## src/rtl/cils_pkg.sv

```systemverilog
`timescale 1ns / 1ps
`default_nettype none

package cils_pkg;

    localparam int LEVELS       = 4;
    localparam int NUM_THRESH   = 10;
    localparam int IDX_W        = 6;   // ring index, depths up to 64
    localparam int FILL_W       = 7;   // fill count, holds the depth itself

    localparam int DEF_PULSE_DEPTH  = 4;
    localparam int DEF_SECOND_DEPTH = 60;
    localparam int DEF_MINUTE_DEPTH = 60;
    localparam int DEF_HOUR_DEPTH   = 24;
    localparam int DEF_SAMPLE_BITS  = 16;
    localparam int DEF_COUNTER_BITS = 32;

    localparam int IN_DATA_W  = 24;
    localparam int IN_USER_W  = 1;
    localparam int OUT_DATA_W = 120;

    localparam logic       OP_LOG  = 1'b0;
    localparam logic [1:0] LV_HOUR = 2'd3;

    // thresholds in hundredths of a percent
    localparam logic [31:0] THRESH_HUNDREDTHS [NUM_THRESH] = '{
        32'd1000, 32'd3000, 32'd5000, 32'd7000, 32'd9000,
        32'd10000, 32'd25000, 32'd50000, 32'd100000, 32'd250000
    };

    typedef enum logic [3:0] {
        ST_IDLE,
        ST_LOG,
        ST_ADD,
        ST_WSTART,
        ST_WALK,
        ST_DSTART,
        ST_DIV,
        ST_PROMOTE,
        ST_OUT
    } state_t;

    typedef struct packed {
        logic accept;
        logic log_update;
        logic add_write;
        logic walk_start;
        logic walk_report;
        logic rd_issue;
        logic div_start;
        logic div_step;
        logic promote;
        logic out_load;
    } cmd_t;

    typedef struct packed {
        logic is_log;
        logic wrap_up;
        logic walk_more;
        logic div_done;
        logic out_free;
    } status_t;

endpackage

`default_nettype wire

```

## src/rtl/cils_ctrl.sv

```systemverilog
`timescale 1ns / 1ps
`default_nettype none

module cils_ctrl (
    input  wire logic             clk,
    input  wire logic             rst_n,
    input  wire logic             s_tvalid,
    output logic                  s_tready,
    input  wire cils_pkg::status_t st,
    output cils_pkg::cmd_t        cmd
);

    cils_pkg::state_t state_reg, state_next;
    logic report_reg, report_next;

    always_ff @(posedge clk or negedge rst_n)
    begin
        if (!rst_n)
        begin
            state_reg  <= cils_pkg::ST_IDLE;
            report_reg <= 1'b1;
        end
        else
        begin
            state_reg  <= state_next;
            report_reg <= report_next;
        end
    end

    always_comb
    begin
        state_next  = state_reg;
        report_next = report_reg;
        cmd         = '0;
        s_tready    = 1'b0;
        case (state_reg)
            cils_pkg::ST_IDLE:
            begin
                s_tready   = 1'b1;
                cmd.accept = s_tvalid;
                if (s_tvalid)
                    state_next = cils_pkg::ST_LOG;
            end
            cils_pkg::ST_LOG:
            begin
                if (st.is_log)
                begin
                    cmd.log_update = 1'b1;
                    state_next     = cils_pkg::ST_ADD;
                end
                else
                begin
                    report_next = 1'b1;
                    state_next  = cils_pkg::ST_WSTART;
                end
            end
            cils_pkg::ST_ADD:
            begin
                cmd.add_write = 1'b1;
                report_next   = !st.wrap_up;
                state_next    = cils_pkg::ST_WSTART;
            end
            cils_pkg::ST_WSTART:
            begin
                cmd.walk_start  = 1'b1;
                cmd.walk_report = report_reg;
                state_next      = cils_pkg::ST_WALK;
            end
            cils_pkg::ST_WALK:
            begin
                if (st.walk_more)
                    cmd.rd_issue = 1'b1;
                else
                    state_next = cils_pkg::ST_DSTART;
            end
            cils_pkg::ST_DSTART:
            begin
                cmd.div_start = 1'b1;
                state_next    = cils_pkg::ST_DIV;
            end
            cils_pkg::ST_DIV:
            begin
                if (st.div_done)
                    state_next = report_reg ? cils_pkg::ST_OUT : cils_pkg::ST_PROMOTE;
                else
                    cmd.div_step = 1'b1;
            end
            cils_pkg::ST_PROMOTE:
            begin
                cmd.promote = 1'b1;
                state_next  = cils_pkg::ST_ADD;
            end
            cils_pkg::ST_OUT:
            begin
                if (st.out_free)
                begin
                    cmd.out_load = 1'b1;
                    state_next   = cils_pkg::ST_IDLE;
                end
            end
            default:
            begin
                state_next = cils_pkg::ST_IDLE;
            end
        endcase
    end

endmodule

`default_nettype wire

```

## config.mk

```make
export PLATFORM = sky130hd
export DESIGN_NAME = cils_ctrl
export DESIGN_NICKNAME = d
export VERILOG_FILES = /design/src/rtl/cils_pkg.sv /design/src/rtl/cils_ctrl.sv
export SDC_FILE = /design/constraint.sdc
export NUM_CORES = 1
export LEC_CHECK = 0
export BUFFER_PORTS_ARGS = -buffer_cell sky130_fd_sc_hd__buf_2
export CAP_MARGIN = 20
export CELL_PAD_IN_SITES_DETAIL_PLACEMENT = 1
export CELL_PAD_IN_SITES_GLOBAL_PLACEMENT = 2
export CORE_ASPECT_RATIO = 1.2
export CORE_MARGIN = 2
export CORE_UTILIZATION = 24
export CTS_BUF_LIST = sky130_fd_sc_hd__clkbuf_8
export CTS_CLUSTER_DIAMETER = 120
export DETAILED_ROUTE_END_ITERATION = 8
export PLACE_DENSITY = 0.86
export SETUP_SLACK_MARGIN = 0.4
export SYNTH_ARGS = -nofsm -noshare
export SYNTH_HDL_FRONTEND = slang
export SYNTH_SLANG_ARGS = --single-unit
```

## constraint.sdc

```tcl
create_clock -name clk -period 1.45 [get_ports clk]
set_input_delay 0.0725 -clock clk [delete_from_list [all_inputs] [get_ports clk]]
set_output_delay 0.0725 -clock clk [all_outputs]
set_load 0.03 [all_outputs]
```

==> metrics.txt, run 1 <==
Post-Syn Nets 61; CP required between 1 and 1.5 ns; I/O pin count 19; nets@finish 96; layout cells sized above 1 71.26%; worst hold path type input port to flip-flop; initial antenna violation count 0; Mapped Cells 53; critical-path maximum fanout 6; max frequency between 700 and 800 MHz; footprint of the multi-input gates roughly 390 µm²; DP HPWL about 1.1 mm; Synth Warn # 0; clock sink total 5; die footprint slightly above 0.002 mm²; Clk Latency, worst-skew pair between 0.2 and 0.25 ns; max reg flops 4; Min-Delay Endpoint report_reg; hold path depth 2; Simple-Gate Fraction of Synth Area about two fifths; CP arrival 1.33 ns; synth-to-layout area growth 122.4%; clock skew approximately 0.0067 ns; hold wc startpoint st[3]; TritonCTS clock tree built; first-pass GRT wire length ~2.6 mm; reg2reg start state_reg[1]; Final Core Density a little under three fifths; Mapped Area roughly 400 µm²; max_cap viols 0; Longest Clk Path Bufs 2; Num CTS Buffers 3; GPL Wtd Cong just over 0.7; flop2flop setup slack about 0.13 ns; drt pass-1 iters 4; die height around 50 µm; worst vdd ir roughly 1100 µV; XOR/XNOR Fraction of Synth Area 0%; hold_ws 0.05740 ns; Rows 16; Vias about 530; max-slew violations 0; DRC 0; Root Driver clkbuf_8; pwr/cell area 2587 mW/mm²; post-route ant nets 0; Worst path depth 3; Final Hold Fails 0; Die Span X just over 40 µm; GRT overflow 0; Post-Synth Adder-Cell Area 0%; Worst Max-Slew Pin Slew around 0.30 ns; post-synthesis sequential area ratio around a third; Yosys cell types 25; mux cell area share after synthesis 0%; Wirelength per Cell 16.14 µm; Worst path max stage delay roughly 0.4 ns; H-tree levels 1; Initial DRC Count 17; Routed Wire Length between 1.5 and 2 mm; status complete, no violations; floorplan core area between 0.0015 and 0.002 mm²; total track usage 19.48%; most frequent cells in the layout buf_6, buf_4, nor2_1, buf_2, nor2_4; Final setup viols 0; Initial Util 25.08%; critical path startpoint state_reg[3]; IO Port Bufs 18; Worst R2R End state_reg[1]; number of global-route vias before repair 520; Reg clk slew, reported paths 0.04 ns; Synth Area in Compound Gates 23.68%; slew margin rel. a little under 80%; commonest non-fill, non-tap cell in the layout buf_6; critical path cell sequence or2b_4 -> nor3b_2 -> buf_4; CP Launch Type flip-flop; worst path bufs/invs 1; crit path kind flip-flop to output port; crit path capture type output port; min Tclk post-route about 1.4 ns; largest family of logic cells by synthesized area simple AND/OR/NAND/NOR gates; RSZ-0062 raised after global routing yes; FILL cells 187; vias per inst 5.067; Crit path max-delay family simple AND/OR/NAND/NOR gates; synthesized flop and latch total 5; Crit-path slowest cell dfrtp_1; largest net degree at the start of global routing 9; # diodes 0; reg2reg path depth 5; leakage between 0.3 and 0.4 nW; average size of a mapped cell between 7 and 8 µm²; FF/Latch Area 128.9 µm²; final period utilization between 90% and 100%
metrics by stage:
| step | cells | total power, mW | setup slack [ns] | TNS, ns | area, µm² |
|---|---|---|---|---|---|
| after global placement | 89 | 1.390 | 0.1001 | 0 | 595.6 |
| after CTS | 100 | 2.110 | 0.06575 | 0 | 824.5 |
| after detailed placement | 89 | 1.422 | 0.1121 | 0 | 595.6 |
| final | 105 | 2.311 | 0.04546 | 0 | 893.4 |
| after global routing | 105 | 2.437 | -0.007337 | -0.007337 | 893.4 |
| after floorplan | 53 | 1.158 | 0.1608 | 0 | 481.7 |
routing by layer:
metal	GRT usage [%]	vias up	share of wire [%]
li1	-	253	-
met1	23.03	257	38
met2	31.25	20	56
met3	5.479	2	4.8
met4	8.065	0	1.2
met5	0	-	0
layout make-up:
type | count | share of cell area [%]
multi-input combinational | 43 | 43.84
timing repair buffer | 34 | 33.75
sequential | 5 | 14.43
clock buffer | 3 | 4.622
tap | 18 | 2.521
clock inverter | 1 | 0.4202
inverter | 1 | 0.4202
cell families (layout without fill, tap and decap cells):
logic type,Yosys count,in the layout
AO/OA/AOI/OAI,14,14
flip-flops,5,5
AND/OR/NAND/NOR,29,29
buffers and inverters,5,39
synthesized netlist by cell type:
| master | number | share of area [%] |
|---|---|---|
| a211o_1 | 1 | 2.2 |
| a211oi_2 | 1 | 3.1 |
| a21oi_1 | 3 | 3.7 |
| and2_1 | 1 | 1.6 |
| and3_1 | 1 | 1.6 |
| and4_1 | 1 | 2.2 |
| and4b_1 | 1 | 2.5 |
| buf_2 | 4 | 5.0 |
| dfrtp_1 | 4 | 25 |
| dfstp_2 | 1 | 6.5 |
| inv_1 | 1 | 0.93 |
| nand2_1 | 2 | 1.9 |
| nand2b_1 | 3 | 4.7 |
| nand3_1 | 1 | 1.2 |
| nor2_1 | 12 | 11 |
| nor3_1 | 3 | 3.7 |
| nor3b_1 | 1 | 1.9 |
| nor4b_1 | 1 | 2.2 |
| o21ai_0 | 5 | 6.2 |
| o21bai_1 | 1 | 1.9 |
| o21bai_2 | 1 | 2.8 |
| o22ai_1 | 1 | 1.6 |
| o311ai_1 | 1 | 2.2 |
| or2_1 | 1 | 1.6 |
| or2b_4 | 1 | 2.8 |
worst max path at each step:
stage	endpoint	slack [ns]
after floorplan	state_reg[1]	0.16
after global placement	state_reg[1]	0.10
after detailed placement	report_reg	0.11
after CTS	cmd[3]	0.07
after global routing	cmd[3]	-0.007
final	cmd[3]	0.05
power by group:
group / internal [mW] / switching (mW) / total [mW]
registers: 0.221 / 0.129 / 0.350
logic: 0.828 / 0.867 / 1.70
clock network: 0.183 / 0.0834 / 0.266
worst register-to-register path, cell delays in order (launching register included):
cell	delay (ns)
dfrtp_2	0.46
buf_12	0.16
nand2b_4	0.13
a211oi_2	0.22
a211o_1	0.17
o21bai_2	0.07
timing repair:
item / CTS / global route
resized for setup: 31 / 9
setup endpoints to repair: 16 / 16
endpoints found under the hold margin: 5 / 0
hold buffers: 1 / 0
pin swaps: 12 / 6
setup buffers: 6 / 5
No activity file was read; power rests on OpenSTA's default activity.
==> run 2: changes to the inputs <==
- CELL_PAD_IN_SITES_GLOBAL_PLACEMENT: 2 -> 1
- CORE_AREA: not set -> 2 2 39 41
- CORE_ASPECT_RATIO: 1.2 -> not set
- CORE_MARGIN: 2 -> not set
- CORE_UTILIZATION: 24 -> not set
- DIE_AREA: not set -> 0 0 41 43
- PLACE_DENSITY: 0.86 -> 0.83
==> run 2 against run 1 <==
Net effect: design area shrank 3.8%; first-iteration DRC count shrank 59%; largest power group unchanged; sequential power decreased by 2%.
==> metrics.txt, run 2 (synthesized netlist as in run 1, its figures left out) <==
worst vdd ir 1322 µV (was 1149 µV); CP required 1.38 ns (about the same); max_cap viols 0 (unchanged); final period utilization 97.06% (was 96.86%); synth-to-layout area growth 114.0% (was 122.4%); placed cell areas 608.1 µm² (was 595.6 µm²); Rows 14 (was 16); worst hold path type input port to flip-flop (unchanged); clock sink total 5 (unchanged); die height 43 µm (was 48.81 µm); clock skew 0.0006113 ns (was 0.006712 ns); number of global-route vias before repair 594 (was 520); Power, Total 2.256 mW (was 2.311 mW); largest net degree at the start of global routing 8 (was 9); crit path capture type output port (unchanged); Final Hold Fails 0 (unchanged); H-tree levels 1 (unchanged); Final setup viols 0 (unchanged); layout cells sized above 1 71.91% (was 71.26%); leakage 0.4007 nW (was 0.3976 nW); vias per inst 5.248 (was 5.067); CP Launch Type flip-flop (unchanged); Reg clk slew, reported paths 0.03 ns (was 0.04 ns); Finished Cell Area 859.6 µm² (was 893.4 µm²); min Tclk post-route 1.407 ns (was 1.405 ns); Routed Wire Length 1.817 mm (was 1.695 mm); Longest Clk Path Bufs 2 (unchanged); DRC 0 (unchanged); GRT overflow 0 (unchanged); # diodes 0 (unchanged); Initial DRC Count 7 (was 17); most frequent cells in the layout buf_4, buf_6, nor2_1 (was buf_6, buf_4, nor2_1, buf_2, nor2_4); Die Span X 41 µm (was 41.35 µm); floorplan core area 0.001384 mm² (was 0.001602 mm²); Worst Max-Slew Pin Slew 0.2521 ns (was 0.3046 ns); I/O pin count 19 (unchanged); slew margin rel. 83.16% (was 79.48%); drt pass-1 iters 4 (unchanged); total track usage 24.85% (was 19.48%); GPL Wtd Cong 0.8159 (was 0.7155); Wirelength per Cell 17.30 µm (was 16.14 µm); commonest non-fill, non-tap cell in the layout buf_4 (was buf_6); CP arrival 1.33 ns (about the same); max frequency 710.5 MHz (was 712.0 MHz); DP HPWL 1.053 mm (was 1.065 mm); max reg flops 4 (unchanged); RSZ-0062 raised after global routing yes (unchanged); Vias 551 (was 532); IO Port Bufs 18 (unchanged); Root Driver clkbuf_8 (unchanged); first-pass GRT wire length 2.911 mm (was 2.553 mm); crit path kind flip-flop to output port (unchanged); post-route ant nets 0 (unchanged); die footprint 0.001763 mm² (was 0.002018 mm²); nets@finish 98 (was 96); status complete, no violations (unchanged); max-slew violations 0 (unchanged); Clk Latency, worst-skew pair 0.22 ns (was 0.23 ns); Initial Util 29.02% (was 25.08%); pwr/cell area 2624 mW/mm² (was 2587 mW/mm²); critical-path maximum fanout 5 (was 6); Num CTS Buffers 3 (unchanged); initial antenna violation count 0 (unchanged); TritonCTS clock tree built (unchanged)
-- run 2: cell types whose count changed in the layout (fill, tap and decap cells not counted), sizes merged --
cell / change
buf: +2
-- run 2: layout make-up --
class	count	area [µm²]
clock inverter	1	3.754
timing repair buffer	36	296.5
tap	16	20.02
fill	165	524.3
clock buffer	3	41.29
inverter	1	3.754
sequential	5	130.1
multi-input combinational	43	364.1
-- run 2: final timing paths --
kind	slack, ns	depth (start not counted)	from	end
min	0.07	2	st[3]	report_reg
max in group asynchronous	1.04	2	rst_n	report_reg
max reg2reg	0.09	4	state_reg[3]	report_reg
min reg2reg	0.58	1	state_reg[0]	state_reg[3]
max	0.04	4	state_reg[2]	cmd[8]
min in group asynchronous	0.20	2	rst_n	state_reg[1]
-- run 2: critical path, stage by stage, from the launching register on --
cell	delay, ns
dfrtp_1	0.40
buf_4	0.17
nor2_2	0.13
and4_2	0.26
buf_4	0.17
-- run 2: metal layers --
layer  track usage (%)  part of all wire (%)
met5                 0                     0
met4             2.000                   1.5
met3             4.712                   2.6
met2             43.13                    55
met1             31.48                    41
-- run 2: where the power goes --
part	switching, mW	total [mW]	internal (mW)
sequential	0.120	0.342	0.222
clock	0.0626	0.244	0.181
combinational	0.858	1.67	0.812
total	1.04	2.26	1.21
-- run 2: repair_timing --
item | in CTS | in global routing
setup endpoints to repair | 16 | 16
hold buffers | 1 | 0
setup buffers | 8 | 3
gates cloned | 0 | 0
pin swaps | 10 | 3
hold endpoints to repair | 5 | 0
gates resized for setup | 28 | 6
-- run 2: through the flow --
step	hold slack [ns]	utilization (%)	std cells	worst slack, ns	TNS [ns]
floorplan	-0.2231	-	53	0.1608	0
global route	0.06796	62.12	105	-0.0006479	-0.0006479
global placement	-0.1103	43.94	89	0.1107	0
detailed placement	-0.1091	43.94	89	0.09456	0
finish	0.07448	62.12	105	0.04262	0
CTS	0.05622	58.77	102	0.07621	0
